<file path="config.mk">
export PLATFORM = sky130hd
export DESIGN_NAME = telnet_command_stream_parser_unit
export DESIGN_NICKNAME = d
export VERILOG_FILES = /design/src/hdl/tcsp_pkg.sv /design/src/hdl/tcsp_ram.sv /design/src/hdl/tcsp_ctrl.sv /design/src/hdl/tcsp_datapath.sv /design/src/hdl/telnet_command_stream_parser_unit.sv
export SDC_FILE = /design/constraint.sdc
export NUM_CORES = 1
export LEC_CHECK = 0
export ABC_AREA = 0
export BUFFER_PORTS_ARGS = -buffer_cell sky130_fd_sc_hd__buf_2
export CAP_MARGIN = 30
export CORE_MARGIN = 4
export CORE_UTILIZATION = 40
export DETAILED_ROUTE_END_ITERATION = 10
export PLACE_DENSITY = 0.66
export SYNTH_ARGS = -nofsm -noshare
export SYNTH_HDL_FRONTEND = slang
export SYNTH_HIERARCHICAL = 1
export SYNTH_SLANG_ARGS = --single-unit
</file>
<file path="constraint.sdc">
create_clock -name clk -period 4.3 [get_ports clk]
set_input_delay 0.645 -clock clk [delete_from_list [all_inputs] [get_ports clk]]
set_output_delay 0.645 -clock clk [all_outputs]
set_load 0.02 [all_outputs]
</file>
<file path="src/hdl/tcsp_pkg.sv">
// Shared types, byte codes and defaults for the telnet command stream parser.
package tcsp_pkg;

	localparam int SUB_DEPTH_DEF    = 32;
	localparam int OPTION_SLOTS_DEF = 4;

	localparam int CFG_IW  = 2;
	localparam int CFG_DW  = 32;
	localparam int SLOTS_W = 4;

	localparam logic [CFG_IW-1:0] REG_OPTION_CODES = 2'd0;
	localparam logic [CFG_IW-1:0] REG_OPTION_VALID = 2'd1;
	localparam logic [CFG_IW-1:0] REG_LOCAL_WILL   = 2'd2;
	localparam logic [CFG_IW-1:0] REG_LOCAL_DO     = 2'd3;

	localparam logic [7:0] BYTE_SE   = 8'd240;
	localparam logic [7:0] BYTE_SB   = 8'd250;
	localparam logic [7:0] BYTE_WILL = 8'd251;
	localparam logic [7:0] BYTE_WONT = 8'd252;
	localparam logic [7:0] BYTE_DO   = 8'd253;
	localparam logic [7:0] BYTE_DONT = 8'd254;
	localparam logic [7:0] BYTE_IAC  = 8'd255;

	localparam logic [1:0] KIND_DATA = 2'd0;
	localparam logic [1:0] KIND_CMD  = 2'd1;
	localparam logic [1:0] KIND_NEGO = 2'd2;
	localparam logic [1:0] KIND_SUB  = 2'd3;

	typedef struct packed {
		logic accept;
		logic emit;
	} cmd_t;

	typedef struct packed {
		logic has_beat;
		logic burst_start;
		logic burst_end;
	} stat_t;

endpackage

</file>
<file path="src/hdl/tcsp_ram.sv">
// Generic single-write, single-read RAM with registered read data.
module tcsp_ram #(
	parameter int WIDTH = 8,
	parameter int DEPTH = 33
) (
	input  logic                     clk,
	input  logic                     we,
	input  logic [$clog2(DEPTH)-1:0] waddr,
	input  logic [WIDTH-1:0]         wdata,
	input  logic                     re,
	input  logic [$clog2(DEPTH)-1:0] raddr,
	output logic [WIDTH-1:0]         rdata
);
	logic [WIDTH-1:0] mem_q [DEPTH];
	logic [WIDTH-1:0] rdata_q;

	always_ff @(posedge clk) begin
		if (we) begin
			mem_q[waddr] <= wdata;
		end
		if (re) begin
			rdata_q <= mem_q[raddr];
		end
	end

	assign rdata = rdata_q;
endmodule

</file>
<file path="src/hdl/tcsp_ctrl.sv">
// Controller: handshake and burst sequencing for the telnet parser.
module tcsp_ctrl (
	input  logic                clk,
	input  logic                arst_n,
	input  logic                in_valid,
	output logic                in_ready,
	output logic                out_valid,
	input  logic                out_ready,
	input  tcsp_pkg::stat_t     stat,
	output tcsp_pkg::cmd_t      cmd
);
	import tcsp_pkg::*;

	localparam logic [0:0] S_IDLE = 1'b0;
	localparam logic [0:0] S_EMIT = 1'b1;

	logic [0:0] state_q;
	logic       out_valid_q;
	logic       out_free;

	// The output register can take a beat when it is empty or drains now.
	assign out_free   = !out_valid_q || out_ready;
	assign in_ready   = (state_q == S_IDLE) && out_free;
	assign cmd.accept = in_valid && in_ready;
	assign cmd.emit   = (state_q == S_EMIT) && out_free;
	assign out_valid  = out_valid_q;

	always_ff @(posedge clk or negedge arst_n) begin
		if (!arst_n) begin
			state_q     <= S_IDLE;
			out_valid_q <= 1'b0;
		end else begin
			case (state_q)
				S_IDLE: begin
					if (cmd.accept && stat.burst_start) begin
						state_q <= S_EMIT;
					end
				end
				S_EMIT: begin
					if (cmd.emit && stat.burst_end) begin
						state_q <= S_IDLE;
					end
				end
				default: state_q <= S_IDLE;
			endcase
			if ((cmd.accept && stat.has_beat) || cmd.emit) begin
				out_valid_q <= 1'b1;
			end else if (out_ready) begin
				out_valid_q <= 1'b0;
			end
		end
	end
endmodule

</file>
<file path="src/hdl/tcsp_datapath.sv">
// Datapath: parse state, option table, suboption store and output register.
module tcsp_datapath #(
	parameter int SUB_DEPTH    = tcsp_pkg::SUB_DEPTH_DEF,
	parameter int OPTION_SLOTS = tcsp_pkg::OPTION_SLOTS_DEF
) (
	input  logic                        clk,
	input  logic                        arst_n,
	input  logic                        cfg_we,
	input  logic [tcsp_pkg::CFG_IW-1:0] cfg_index,
	input  logic [tcsp_pkg::CFG_DW-1:0] cfg_data,
	input  logic [7:0]                  rx_byte,
	input  tcsp_pkg::cmd_t              cmd,
	output tcsp_pkg::stat_t             stat,
	output logic [1:0]                  kind,
	output logic [7:0]                  value,
	output logic [7:0]                  option_number,
	output logic                        remote_will,
	output logic                        remote_do,
	output logic                        last
);
	import tcsp_pkg::*;

	localparam int DEPTH = SUB_DEPTH + 1;
	localparam int AW    = $clog2(DEPTH);
	localparam int LW    = $clog2(SUB_DEPTH + 2);

	localparam logic [LW-1:0] LEN_IDLE    = LW'(0);
	localparam logic [LW-1:0] LEN_IAC     = LW'(1);
	localparam logic [LW-1:0] LEN_VERB    = LW'(2);
	localparam logic [LW-1:0] LEN_SUB     = LW'(3);
	localparam logic [LW-1:0] LEN_OPT_END = LW'(4);
	localparam logic [LW-1:0] LEN_CAP     = LW'(SUB_DEPTH);
	localparam logic [AW-1:0] SUB_FIRST   = AW'(3);

	// Configuration registers.
	logic [31:0]        codes_q;
	logic [SLOTS_W-1:0] valid_q, lwill_q, ldo_q;

	// Parse state.
	logic [LW-1:0]      len_q, len_d;
	logic               esc_q, esc_d;
	logic [SLOTS_W-1:0] rwf_q, rwf_d, rdf_q, rdf_d;
	logic [7:0]         verb_q, verb_d, opt_q, opt_d;
	logic [AW-1:0]      idx_q, end_q;

	// Output register.
	logic [1:0] kind_q;
	logic [7:0] value_q, onum_q;
	logic       rw_q, rd_q, last_q;

	// Option lookup and per-byte results.
	logic [7:0]         key;
	logic               hit;
	logic [1:0]         slot;
	logic [SLOTS_W-1:0] slot_mask;
	logic               beat, burst;
	logic [1:0]         b_kind;
	logic [7:0]         b_value, b_opt;
	logic               b_rw, b_rd;
	logic [LW-1:0]      wptr;
	logic               wr_en;
	logic               ram_re;
	logic [AW-1:0]      ram_raddr;
	logic [7:0]         ram_rdata;

	always_ff @(posedge clk or negedge arst_n) begin
		if (!arst_n) begin
			codes_q <= '0;
			valid_q <= '0;
			lwill_q <= '0;
			ldo_q   <= '0;
		end else if (cfg_we) begin
			case (cfg_index)
				REG_OPTION_CODES: codes_q <= cfg_data;
				REG_OPTION_VALID: valid_q <= cfg_data[SLOTS_W-1:0];
				REG_LOCAL_WILL:   lwill_q <= cfg_data[SLOTS_W-1:0];
				REG_LOCAL_DO:     ldo_q   <= cfg_data[SLOTS_W-1:0];
				default: ;
			endcase
		end
	end

	// A negotiation looks up the byte arriving now; a suboption end looks up
	// the stored option byte.
	assign key = (len_q == LEN_VERB) ? rx_byte : opt_q;

	always_comb begin
		hit  = 1'b0;
		slot = 2'd0;
		for (int s = OPTION_SLOTS - 1; s >= 0; s--) begin
			if (valid_q[s] && (codes_q[8*s +: 8] == key)) begin
				hit  = 1'b1;
				slot = 2'(s);
			end
		end
	end

	assign slot_mask = SLOTS_W'(1) << slot;
	assign wptr      = (len_q > LEN_CAP) ? LEN_CAP : len_q;

	always_comb begin
		len_d   = len_q;
		esc_d   = esc_q;
		verb_d  = verb_q;
		opt_d   = opt_q;
		rwf_d   = rwf_q;
		rdf_d   = rdf_q;
		beat    = 1'b0;
		burst   = 1'b0;
		b_kind  = KIND_DATA;
		b_value = rx_byte;
		b_opt   = 8'd0;
		b_rw    = 1'b0;
		b_rd    = 1'b0;
		wr_en   = 1'b0;
		if (len_q == LEN_IDLE) begin
			if (rx_byte == BYTE_IAC) begin
				len_d = LEN_IAC;
				esc_d = 1'b0;
			end else begin
				beat = 1'b1;
			end
		end else if (len_q == LEN_IAC) begin
			if (rx_byte == BYTE_IAC) begin
				len_d = LEN_IDLE;
				beat  = 1'b1;
			end else begin
				verb_d = rx_byte;
				if (rx_byte < BYTE_SB) begin
					beat   = 1'b1;
					b_kind = KIND_CMD;
					len_d  = LEN_IDLE;
				end else begin
					len_d = LEN_VERB;
				end
			end
		end else if (len_q == LEN_VERB) begin
			opt_d = rx_byte;
			if (verb_q != BYTE_SB) begin
				beat   = 1'b1;
				b_kind = KIND_NEGO;
				b_opt  = rx_byte;
				len_d  = LEN_IDLE;
				case (verb_q)
					BYTE_WILL: b_value = (hit && lwill_q[slot]) ? BYTE_DO : BYTE_DONT;
					BYTE_WONT: b_value = BYTE_DONT;
					BYTE_DO:   b_value = (hit && ldo_q[slot]) ? BYTE_WILL : BYTE_WONT;
					default:   b_value = BYTE_WONT;
				endcase
				if (hit) begin
					case (verb_q)
						BYTE_WILL: rwf_d = rwf_q | slot_mask;
						BYTE_WONT: rwf_d = rwf_q & ~slot_mask;
						BYTE_DO:   rdf_d = rdf_q | slot_mask;
						default:   rdf_d = rdf_q & ~slot_mask;
					endcase
					b_rw = rwf_d[slot];
					b_rd = rdf_d[slot];
				end
			end else begin
				len_d = LEN_SUB;
			end
		end else if (esc_q) begin
			esc_d = 1'b0;
			if (rx_byte == BYTE_SE) begin
				len_d = LEN_IDLE;
				if (hit) begin
					// The option goes out first; stored bytes follow as a burst.
					beat    = 1'b1;
					b_kind  = KIND_SUB;
					b_value = opt_q;
					burst   = (len_q != LEN_OPT_END);
				end
			end else if (rx_byte != BYTE_IAC) begin
				// Drop the stored IAC together with this byte.
				len_d = len_q - LW'(1);
			end
		end else begin
			wr_en = 1'b1;
			len_d = wptr + LW'(1);
			esc_d = (rx_byte == BYTE_IAC);
		end
	end

	assign stat.has_beat    = beat;
	assign stat.burst_start = burst;
	assign stat.burst_end   = (idx_q == end_q);

	assign ram_re    = (cmd.accept && burst) || (cmd.emit && !stat.burst_end);
	assign ram_raddr = cmd.accept ? SUB_FIRST : idx_q + AW'(1);

	tcsp_ram #(
		.WIDTH (8),
		.DEPTH (DEPTH)
	) u_store (
		.clk   (clk),
		.we    (cmd.accept && wr_en),
		.waddr (wptr[AW-1:0]),
		.wdata (rx_byte),
		.re    (ram_re),
		.raddr (ram_raddr),
		.rdata (ram_rdata)
	);

	always_ff @(posedge clk or negedge arst_n) begin
		if (!arst_n) begin
			len_q <= LEN_IDLE;
			esc_q <= 1'b0;
			rwf_q <= '0;
			rdf_q <= '0;
		end else if (cmd.accept) begin
			len_q <= len_d;
			esc_q <= esc_d;
			rwf_q <= rwf_d;
			rdf_q <= rdf_d;
		end
	end

	always_ff @(posedge clk) begin
		if (cmd.accept) begin
			verb_q <= verb_d;
			opt_q  <= opt_d;
		end
		if (cmd.accept && beat) begin
			kind_q  <= b_kind;
			value_q <= b_value;
			onum_q  <= b_opt;
			rw_q    <= b_rw;
			rd_q    <= b_rd;
			last_q  <= !burst;
		end else if (cmd.emit) begin
			kind_q  <= KIND_SUB;
			value_q <= ram_rdata;
			onum_q  <= 8'd0;
			rw_q    <= 1'b0;
			rd_q    <= 1'b0;
			last_q  <= stat.burst_end;
		end
		if (cmd.accept && burst) begin
			idx_q <= SUB_FIRST;
			end_q <= AW'(len_q - LW'(2));
		end else if (cmd.emit) begin
			idx_q <= idx_q + AW'(1);
		end
	end

	assign kind          = kind_q;
	assign value         = value_q;
	assign option_number = onum_q;
	assign remote_will   = rw_q;
	assign remote_do     = rd_q;
	assign last          = last_q;
endmodule

</file>
<file path="src/hdl/telnet_command_stream_parser_unit.sv">
// Top level of the telnet command stream parser.
//
//   Channel  | Handshake                    | Payload
//   ---------+------------------------------+-------------------------------------------
//   input    | in_valid / in_ready          | rx_byte
//   output   | out_valid / out_ready        | kind, value, option_number, remote_will,
//            |                              | remote_do, last
//   config   | cfg_we (no wait)             | cfg_index, cfg_data
//
// Every received byte is taken when in_ready is high, and its single result beat, if it
// has one, appears in the output register on the next cycle. A suboption end
// (IAC SE) whose option is known starts a burst: the option beat, then one
// stored byte per cycle read from the suboption store while the output is not stalled;
// the burst holds the input off until its last beat enters the output register.
// Reset clears the parse state, the remote flags and the option table; the
// store itself is not cleared. A stalled output beat holds the input off.
module telnet_command_stream_parser_unit #(
	parameter int SUB_DEPTH    = tcsp_pkg::SUB_DEPTH_DEF,
	parameter int OPTION_SLOTS = tcsp_pkg::OPTION_SLOTS_DEF
) (
	input  logic                        clk,
	input  logic                        arst_n,
	input  logic                        cfg_we,
	input  logic [tcsp_pkg::CFG_IW-1:0] cfg_index,
	input  logic [tcsp_pkg::CFG_DW-1:0] cfg_data,
	input  logic                        in_valid,
	output logic                        in_ready,
	input  logic [7:0]                  rx_byte,
	output logic                        out_valid,
	input  logic                        out_ready,
	output logic [1:0]                  kind,
	output logic [7:0]                  value,
	output logic [7:0]                  option_number,
	output logic                        remote_will,
	output logic                        remote_do,
	output logic                        last
);
	import tcsp_pkg::*;

	// The controller sees only the handshake and a few status bits; the
	// datapath does all byte decoding, table lookups and store access.
	cmd_t  cmd;
	stat_t stat;

	tcsp_ctrl u_ctrl (
		.clk       (clk),
		.arst_n    (arst_n),
		.in_valid  (in_valid),
		.in_ready  (in_ready),
		.out_valid (out_valid),
		.out_ready (out_ready),
		.stat      (stat),
		.cmd       (cmd)
	);

	tcsp_datapath #(
		.SUB_DEPTH    (SUB_DEPTH),
		.OPTION_SLOTS (OPTION_SLOTS)
	) u_dp (
		.clk           (clk),
		.arst_n        (arst_n),
		.cfg_we        (cfg_we),
		.cfg_index     (cfg_index),
		.cfg_data      (cfg_data),
		.rx_byte       (rx_byte),
		.cmd           (cmd),
		.stat          (stat),
		.kind          (kind),
		.value         (value),
		.option_number (option_number),
		.remote_will   (remote_will),
		.remote_do     (remote_do),
		.last          (last)
	);
endmodule

</file>
; ---- Yosys cells after proc, flatten, opt, wreduce, memory -nomap -nowiden
; Memories as Yosys holds them, arrays and structs flattened. A register that Yosys moved wholly into a read port is not among the register bits.
; Index checks and enable logic that the tools add are counted.
; Widths: inputs -> output; s select.
[word_totals]
regBits = 110
ram_bits = 264
input_bits = 47
output_inout_bits = 23
memories = 1
[classes]
add_sub_neg = 4
n_lt_le_gt_ge = 3
eq_ne = 22
n_shift = 1
n_mux = 117
n_bitwise = 9
reduce_logical = 34
[memory_table]
columns = name, depth, word_bits, rd, rd_ports_with_merged_regs, wr, line_no
row1 = u_dp.u_store.mem_q, 33, 8, 1, 1, 1, tcsp_ram.sv:14  ; logic [WIDTH-1:0] mem_q [DEPTH];
[ops]
columns = cell, count
row1 = $mux 8, 16
row2 = $mux 6, 10
row3 = $mux 1, 55
row4 = $eq 8x8->1 const B, 5
row5 = $mux 4, 10
row6 = $mux 2, 17
row7 = $eq 8x8->1, 4
row8 = $pmux 8 s3, 1
row9 = $ne 8x8->1 const B, 2
row10 = $pmux 4 s2, 2
row11 = $logic_and 1x1->1, 14
row12 = $add 6x1->6 const B, 2
row13 = $and 4x4->4, 2
row14 = $bmux 1 s2, 4
row15 = $lt 8x8->1 const B, 1
row16 = $or 4x4->4, 2
row17 = $reduce_and 2->1, 4
row18 = $reduce_and 4->1, 2
row19 = $eq 6x1->1 const B, 1
row20 = $eq 6x2->1 const B, 1
row21 = $eq 6x6->1, 1
row22 = $gt 6x6->1 const B, 1
row23 = $logic_not 6->1, 1
row24 = $ne 6x3->1 const B, 1
row25 = 20 further kinds, 31

; ---- Depth between registers and ports, before layout
; Gate-level depths: netlist of the first run.
[logic_depth]
depth_word = 25
mapped_depth = 17
mapped_depth_nobuf = 12

; ---- By module
; The synthesis of the first run kept the hierarchy.
[modules_own_cells]
columns = mod, n_inst, cells_per_inst, area_per_inst_um2
row1 = tcsp_ram, 1, 602, 10839.1
row2 = tcsp_datapath, 1, 648, 6308.6
row3 = tcsp_ctrl, 1, 10, 117.6

; ---- Worst setup path before layout of the first run
; No wires, ideal clock.
[synth_path]
path_type = register -> register
start = register u_dp.len_q[2]
end = register u_dp.kind_q[0], in the netlist u_dp/kind[0] (enable)
setup_ps = 381
arrival_ps = 3256
required_time_ps = 3919
setup_slack_ps = 663
stages_incl_launch_ff = 15
n_path_buf = 3
period_less_slack_ps = 3637
cell_sequence = dfrtp_1 inv_1 ha_1 nand2b_1 buf_2 nor2_1 buf_2 nor4_1 o22ai_1 or3_1 and3_1 buf_6 nor4_4 o21ai_2 nand2b_1
[synth_between]
elab_chain_len = 16
word_cells_on_any_way = 24
[synth_rtl]
columns = element, line_no
row1 = start: declaration, tcsp_datapath.sv:40  ; logic [LW-1:0] len_q, len_d;
row2 = start signal: assignment, tcsp_datapath.sv:212  ; len_q <= len_d;
row3 = $eq 6x2->1, "tcsp_datapath.sv:85, tcsp_datapath.sv:137"
row4 = $mux 8, --
row5 = $eq 8x8->1, tcsp_datapath.sv:91  ; if (valid_q[s] && (codes_q[8*s +: 8] == key)) begin
row6 = $logic_and 1x1->1, tcsp_datapath.sv:91
row7 = $mux 1 (4 in a row), tcsp_datapath.sv:91
row8 = $mux 1, tcsp_datapath.sv:167  ; if (hit) begin
row9 = $mux 1, tcsp_datapath.sv:165  ; if (rx_byte == BYTE_SE) begin
row10 = $mux 1, tcsp_datapath.sv:163  ; end else if (esc_q) begin
row11 = $mux 1, tcsp_datapath.sv:137  ; end else if (len_q == LEN_VERB) begin
row12 = $mux 1, tcsp_datapath.sv:123  ; end else if (len_q == LEN_IAC) begin
row13 = $mux 1 (*), tcsp_datapath.sv:116  ; if (len_q == LEN_IDLE) begin
row14 = $logic_and 1x1->1 (*), tcsp_datapath.sv:224  ; if (cmd.accept && beat) begin
row15 = $reduce_bool 2->1 (no line) (*), --
row16 = end signal: assignment, tcsp_datapath.sv:225  ; kind_q <= b_kind;
row17 = end: declaration, tcsp_datapath.sv:47  ; logic [1:0] kind_q;
; Every way passes the cells marked *; elsewhere a longest branch is shown, timed or not.
; A chain may end at the register's enable or synchronous reset.

; ---- Worst setup path in the final report of the first run
[layout_path]
start = register u_dp.len_q[3]
end = register u_dp.u_store.rdata_q[4], in the netlist u_dp/u_store/rdata[4], read port of u_dp.u_store.mem_q (enable)
[layout_between]
elab_chain_len = 16
word_cells_on_any_way = 25
[layout_rtl]
columns = element, line_no
row1 = $eq 6x2->1, "tcsp_datapath.sv:85, tcsp_datapath.sv:137"
row2 = $mux 8, --
row3 = $eq 8x8->1, tcsp_datapath.sv:91
row4 = $logic_and 1x1->1, tcsp_datapath.sv:91
row5 = $mux 1 (4 in a row), tcsp_datapath.sv:91
row6 = $mux 1, tcsp_datapath.sv:167
row7 = $mux 1, tcsp_datapath.sv:165
row8 = $mux 1, tcsp_datapath.sv:163
row9 = $mux 1, tcsp_datapath.sv:137
row10 = $mux 1, tcsp_datapath.sv:123
row11 = $mux 1 (*), tcsp_datapath.sv:116
row12 = $logic_and 1x1->1 (*), tcsp_datapath.sv:189  ; assign ram_re = (cmd.accept && burst) || (cmd.emit && !stat.burst_end);
row13 = $logic_or 1x1->1 (*), tcsp_datapath.sv:189
row14 = named net u_dp.ram_re, tcsp_datapath.sv:62  ; logic ram_re;
row15 = end: declaration, tcsp_ram.sv:15  ; logic [WIDTH-1:0] rdata_q;
; Mark *: on every way through the listed nets, which the timed path passes. The rest lies on a longest branch.

==> metrics.txt, run 1 <==
dpl hpwl=approximately 30,000 microns; crit-path max FO=12; Achievable Freq=~250 MHz; slowest stage delay, CP=0.70 ns; CTS Root Cell=clkbuf_16; switching pwr=around 3000 uW; VDD IR max=around 0.00036 V; Starting Density=between 40% and 50%; Crit-path slowest cell=a2111oi_1; Layout area overhead=14.7%; Worst slew margin=a little over a third; final hold violation count=0; Hold WS=~0.27 ns; CP startpoint kind=register; WHS Endpoint=u_dp/codes_q[17]; leakage=approximately 0.0078 uW; RSZ-0062 raised after global routing=no; antenna viol nets, final=0; CP Capture Type=register; fin nets=1,422; Worst-Margin Slew=approximately 0.96 ns; register area share after synthesis=about 64%; DR pass1 iterations=5; Crit Reg-Reg Startpoint=u_dp/len_q[3]; synth unique cells=77; r2r worst-path depth=11; Post-Syn Nets=roughly 1,300; ANT cells=0; first-pass GRT wire length=65,600 microns; crit path DAT=4.28 ns; Worst Path Required=between 4 and 5 ns; antenna violations before repair=5; routability cong.=roughly 0.9; Residual DRC=0; flop2flop setup slack=roughly 0.26 ns; H-tree Lvls=2; Synth area leader=edfxtp_1; drt via density=roughly 5.5; Num CTS Buffers=42; vias in the first global route=about 11,000; residual overflow from global routing=0; worst setup path class=reg -> reg; synth warn=6; synth top area cells=edfxtp_1 (55%), dfrtp_1 (8.8%), mux2i_1 (7.5%), mux2_2 (2.5%), nor2_1 (1.8%); Post-synth EDFFs=around 320; die area=46,600 sq um; Die Y=approximately 220 microns; FF-to-FF End=u_dp/u_store/rdata[4]; Post-CTS Setup Inserts=0; vias post-DR=between 10,000 and 15,000; IO Pins=70; Tcrit/Tclk final=between 90% and 100%; clock tree sinks=382; share of the synthesized area in the top cell type=a little over half; Max Cap Viol=0; Final Max Tran Viols=0; Seq pwr share=roughly 47%; Starting DRT DRC Count=996; Clock Path Buffers=3; WL final=approximately 43,000 microns; Int Power=slightly above 7000 uW; synthesis-stage register bit count=approximately 380; PD cells=510 nW/um^2; HP Start=cfg_data[17]; core area=~42,000 sq um; final setup violation count=0; Total GRT Usage=a little under a fifth; Avg WL per Cell=around 22 microns; FP Rows=75; Synth Cell Area=17,300 sq um; crit-path cells=or3_4 -> nor2_1 -> buf_4 -> a2111oi_1 -> or2_1 -> nor2b_1 -> and3_1 -> nor4_4 -> buf_4 -> and3_1 -> a21o_1; min cycle time layout=4.04 ns; Fillers=approximately 3,700; status=completed; CTS clk-pin slew, worst paths=around 0.06 ns; Clock power frac=between 30 and 40%; Logic pwr share=19.9%; worst hold path stage count=3; Clock Latency Late Sink=0.58 ns; clk_skew=~0.021 ns; largest net degree at the start of global routing=47; predominant post-synthesis flop cell=edfxtp_1; Gate Count Post-Synth=between 1,000 and 1,500; CTS tree=built; share of cells above drive strength 1=around a fifth; synthesized area per cell=around 14 sq um; count of input and output buffers=roughly 70; TNS Setup=0 ns; Tightest Hold Check Type=in -> reg; Sw Ratio=~30%; Post-synth ARST share=between 10% and 20%; Die W=216 microns
==> layout make-up <==
type / instances / area, sq um / share of cell area, %
Sequential cell: 382 / 11100 / 56.1
Multi-Input combinational cell: 769 / 5640 / 28.5
Clock buffer: 56 / 1140 / 5.78
Timing Repair Buffer: 138 / 903 / 4.56
Tap cell: 577 / 722 / 3.64
Clock inverter: 16 / 156 / 0.790
Inverter: 35 / 131 / 0.663
==> repair_timing <==
item                                    4_1_cts  5_1_grt
endpoints found under the setup margin        0       41
hold buffers                                  1        0
gates resized for setup                       0        3
hold endpoints to repair                      2        0
==> worst max path at each step <==
stage / start / endpoint / slack, ns / cells after the start
floorplan: u_dp/len_q[2] / u_dp/kind[0] / 0.66 / 14
global placement: u_dp/len_q[3] / u_dp/u_store/rdata[4] / 0.36 / 11
detailed placement: u_dp/len_q[3] / u_dp/u_store/rdata[4] / 0.19 / 11
finish: u_dp/len_q[3] / u_dp/u_store/rdata[4] / 0.26 / 11
CTS: u_dp/len_q[3] / u_dp/u_store/rdata[4] / 0.16 / 11
global route: u_dp/len_q[2] / u_dp/u_store/rdata[2] / 0.04 / 13
==> synth_stat cells (7+ instances only) <==
cell	instances
nand4_1	16
o22ai_1	13
ha_1	7
xnor2_1	35
mux2_2	39
or2_2	8
nor2b_1	13
a31oi_1	8
inv_1	35
clkbuf_1	43
nor4_1	9
a221oi_2	8
nand2b_1	19
nand2_1	64
mux2i_1	130
a22o_1	16
a21oi_1	47
buf_6	7
nor3_1	17
and3_1	13
nand3_1	24
xor2_1	21
o21ai_0	41
o41ai_2	8
a221oi_1	9
edfxtp_1	315
a22oi_1	32
dfrtp_1	61
buf_4	11
nor2_1	85
==> placed cells by master, fill, tap and decap left out, types with 9 or more instances in the layout <==
cell type and n:
edfxtp_1 315, nor2_1 84, a22oi_1 32, and3_1 13, nor3_1 17, clkinv_1 9, dfrtp_1 61, nor4_1 9
clkbuf_16 43, nor2b_1 10, nand2b_1 18, nand4_1 16, xor2_1 21, mux2_2 39, xnor2_1 35, inv_1 35
o21ai_0 41, a22o_1 16, buf_2 69, a221oi_1 9, mux2i_1 130, nand3_1 24, nand2_1 64, a21oi_1 46
clkbuf_1 11, o22ai_1 13, buf_4 65
==> metal layers <==
metal	track usage, %	wire (microns)	up-vias
met5	0	40	-
met4	5.00	790	6
met3	3.35	2740	61
met2	29.0	20200	382
met1	25.9	19400	5418
li1	-	-	4997
==> flip-flops by register name (all words and copies together), names as in the netlist, 6 cells and up <==
name / flops
u_dp/u_store/mem_q: 264
u_dp/opt_q: 8
u_dp/verb_q: 8
u_dp/option_number: 8
u_dp/u_store/rdata: 8
u_dp/codes_q: 32
u_dp/end_q: 6
u_dp/value: 8
u_dp/len_q: 6
u_dp/idx_q: 6
==> kinds of logic after synthesis <==
| group | count (synthesis) | synth area share, % |
|---|---|---|
| AO/OA/AOI/OAI | 236 | 10.2 |
| adder cells (fa/ha/maj) | 7 | 0.507 |
| buffers and inverters | 109 | 3.15 |
| multiplexers | 169 | 10.1 |
| XOR/XNOR | 56 | 2.84 |
| flip-flops | 382 | 64.3 |
| AND/OR/NAND/NOR | 301 | 8.90 |
==> critical path: cells and delay by family (launching register included) <==
| kind | cells | cell delay, ns |
|---|---|---|
| AO/OA/AOI/OAI | 2 | 0.96 |
| buffers and inverters | 2 | 0.45 |
| flip-flops | 1 | 0.62 |
| AND/OR/NAND/NOR | 7 | 1.65 |
==> power by group through the flow <==
| stage | clock network (uW) | registers [uW] | logic, uW |
|---|---|---|---|
| final | 3370 | 4720 | 2000 |
| after global routing | 3600 | 4750 | 2180 |
| after floorplan | 0 | 4710 | 1360 |
| after CTS | 3460 | 4720 | 1980 |
| after detailed placement | 0 | 4790 | 1970 |
| after global placement | 0 | 4790 | 1960 |
==> metrics by stage <==
stage	worst slack [ns]	total power, uW	util, %	std cells	area, sq um
floorplan	0.663	6070	-	1260	17300
global placement	0.357	6750	43.7	1900	18500
detailed placement	0.186	6760	43.7	1900	18500
CTS	0.163	10200	46.8	1973	19800
global route	0.0388	10500	46.8	1973	19800
finish	0.263	10100	46.8	1973	19800
No activity file was read; power rests on OpenSTA's default activity.
==> run 2, diff against run 1 <==
--- a/config.mk
+++ b/config.mk
@@ -11,7 +11,7 @@
 export CORE_MARGIN = 4
 export CORE_UTILIZATION = 40
 export DETAILED_ROUTE_END_ITERATION = 10
-export PLACE_DENSITY = 0.66
+export PLACE_DENSITY = 0.55
 export SYNTH_ARGS = -nofsm -noshare
 export SYNTH_HDL_FRONTEND = slang
 export SYNTH_HIERARCHICAL = 1
==> metrics.txt, run 2 (synthesis gave the netlist of run 1 again) <==
status=completed; clk_skew=0.0206 ns (-0.000339 ns); fin nets=1,438 (+1.1%); Total GRT Usage=18.7% (+0.49 points); crit path DAT=4.31 ns (+0.03 ns); share of cells above drive strength 1=21.0% (+1.2 points); Starting Density=40.8% (unchanged); area occupied by multi-input gates=5650 sq um (+0.13%); clock tree sinks=382 (unchanged); RSZ-0062 raised after global routing=no; Worst Path Required=4.59 ns (+0.05 ns); CTS Root Cell=clkbuf_16; largest net degree at the start of global routing=41 (-13%); top flop regs=u_dp/u_store/mem_q (264), u_dp/codes_q (32); leakage=0.00797 uW (+1.8%); VDD IR max=0.000283 V (-20%); core area=42,300 sq um (unchanged); Die Y=216 microns (unchanged); Residual DRC=0 (unchanged); TNS Setup=0 ns (unchanged); min cycle time layout=4.02 ns (-0.0191 ns); Clock Path Buffers=3 (unchanged); vias post-DR=10,700 (-1.2%); PD cells=521 nW/um^2 (+2.2%); Most flops, register=u_dp/u_store/mem_q; routability cong.=0.918 (+2.2%); Layout area overhead=16.1%; Fillers=3,753 (+1.1%); Worst-Margin Slew=1.01 ns (+0.0505 ns); Starting DRT DRC Count=882 (-11%); Reg area=11,100 sq um (unchanged); ANT cells=0 (unchanged); vias in the first global route=10,600 (-0.79%); number of flip-flops in the largest register=264 (unchanged); crit-path max FO=12 (unchanged); most common cell after layout, fill and taps aside=edfxtp_1; H-tree Lvls=2 (unchanged); Num CTS Buffers=43 (+2.4%); CTS clk-pin slew, worst paths=0.06 ns (about the same); CP Capture Type=register; Tightest Hold Check Type=in -> async; CTS tree=built; most frequent cells in the layout=edfxtp_1 (315), mux2i_1 (130), nor2_1 (84); Achievable Freq=249 MHz (+0.48%); Avg WL per Cell=22.1 microns (+1.1%); DR pass1 iterations=5 (unchanged); residual overflow from global routing=0 (unchanged); final hold violation count=0 (unchanged); drt via density=5.38 (-2.3%); WL final=44,100 microns (+2.2%); Worst slew margin=31.1% (-4.9 points); final core utilization=47.4% (+0.56 points); CP startpoint kind=register; antenna viol nets, final=0 (unchanged); Final Max Tran Viols=0 (unchanged); count of input and output buffers=69 (unchanged); Die W=216 microns (unchanged); worst setup path class=reg -> reg; final setup violation count=0 (unchanged); die area=46,600 sq um (unchanged); Tcrit/Tclk final=93.4% (-0.44 points); Clock Latency Late Sink=0.58 ns (about the same); dpl hpwl=30,100 microns (+1.4%); IO Pins=70 (unchanged); first-pass GRT wire length=67,100 microns (+2.3%); antenna violations before repair=0 (-5); FP Rows=75 (unchanged); Max Cap Viol=0 (unchanged)
run 2: cell count changes in the layout (fill, tap and decap cells not counted), sizes merged:
cell,change
clkinv,-3
dlygate4sd3,-1
clkinvlp,-1
buf,+16
clkbuf,+5
inv,+1
bufinv,+4
run 2: metrics by stage:
stage / cells / total power, uW / hold WS [ns] / cell area (sq um) / worst slack (ns)
finish: 1994 / 10400 / 0.195 / 20000 / 0.282
global route: 1994 / 10900 / 0.247 / 20000 / 0.0550
CTS: 1992 / 10500 / 0.206 / 20000 / 0.0586
detailed placement: 1914 / 6810 / 0.495 / 18600 / 0.0879
global placement: 1914 / 6810 / 0.492 / 18600 / 0.260
floorplan: 1260 / 6070 / 0.349 / 17300 / 0.663
run 2: final cells by class:
| cell class | count | share of cell area (%) |
|---|---|---|
| multi-input combinational | 769 | 28.2 |
| sequential | 382 | 55.4 |
| timing repair buffer | 153 | 5.12 |
| inverter | 35 | 0.655 |
| tap | 577 | 3.60 |
| clock buffer | 61 | 5.85 |
| clock inverter | 17 | 1.17 |
run 2: metal layers:
| layer | vias to the layer above | share of wire, % | GRT usage (%) |
|---|---|---|---|
| met5 | - | 0 | 0 |
| met4 | 0 | 1.9 | 5.02 |
| met3 | 54 | 5.9 | 3.21 |
| met2 | 317 | 45 | 29.0 |
| met1 | 5314 | 47 | 27.5 |
| li1 | 5044 | - | - |
run 2: worst paths after layout:
kind                                    start                to  slack (ns)  cells past startpoint
min in group clk                 cfg_data[17]  u_dp/codes_q[17]        0.27                      3
worst min register to register  u_dp/ldo_q[0]     u_dp/ldo_q[0]        0.51                      1
worst min-delay path                   arst_n  u_ctrl/out_valid        0.19                      1
max in group asynchronous              arst_n  u_dp/codes_q[18]        3.17                      2
worst max register to register  u_dp/len_q[2]     u_dp/value[2]        0.28                     13
worst max-delay path            u_dp/len_q[2]     u_dp/value[2]        0.28                     13
run 2: worst max-delay path, cell delays in order, from the launching register on:
cell	delay, ns
dfrtp_1	0.43
inv_1	0.21
ha_1	0.23
nor2b_2	0.27
nand2_2	0.22
a2111oi_0	0.91
nor2_1	0.08
buf_4	0.21
o31a_1	0.12
o31ai_1	0.07
a2bb2oi_1	0.14
or4_1	0.55
nor3_1	0.17
o31ai_1	0.11
run 2: report_power, final:
part | total, uW | switching (uW) | internal (uW) | leakage [uW]
Sequential | 4700 | 283 | 4420 | 0.00365
Clock | 3680 | 1460 | 2210 | 0.000683
Combinational | 2060 | 1320 | 749 | 0.00364
run 2: what timing repair did:
item / 4_1_cts / 5_1_grt
gates resized for setup: 0 / 4
setup buffers: 0 / 2
hold buffers: 0 / 0
setup endpoints to repair: 0 / 52
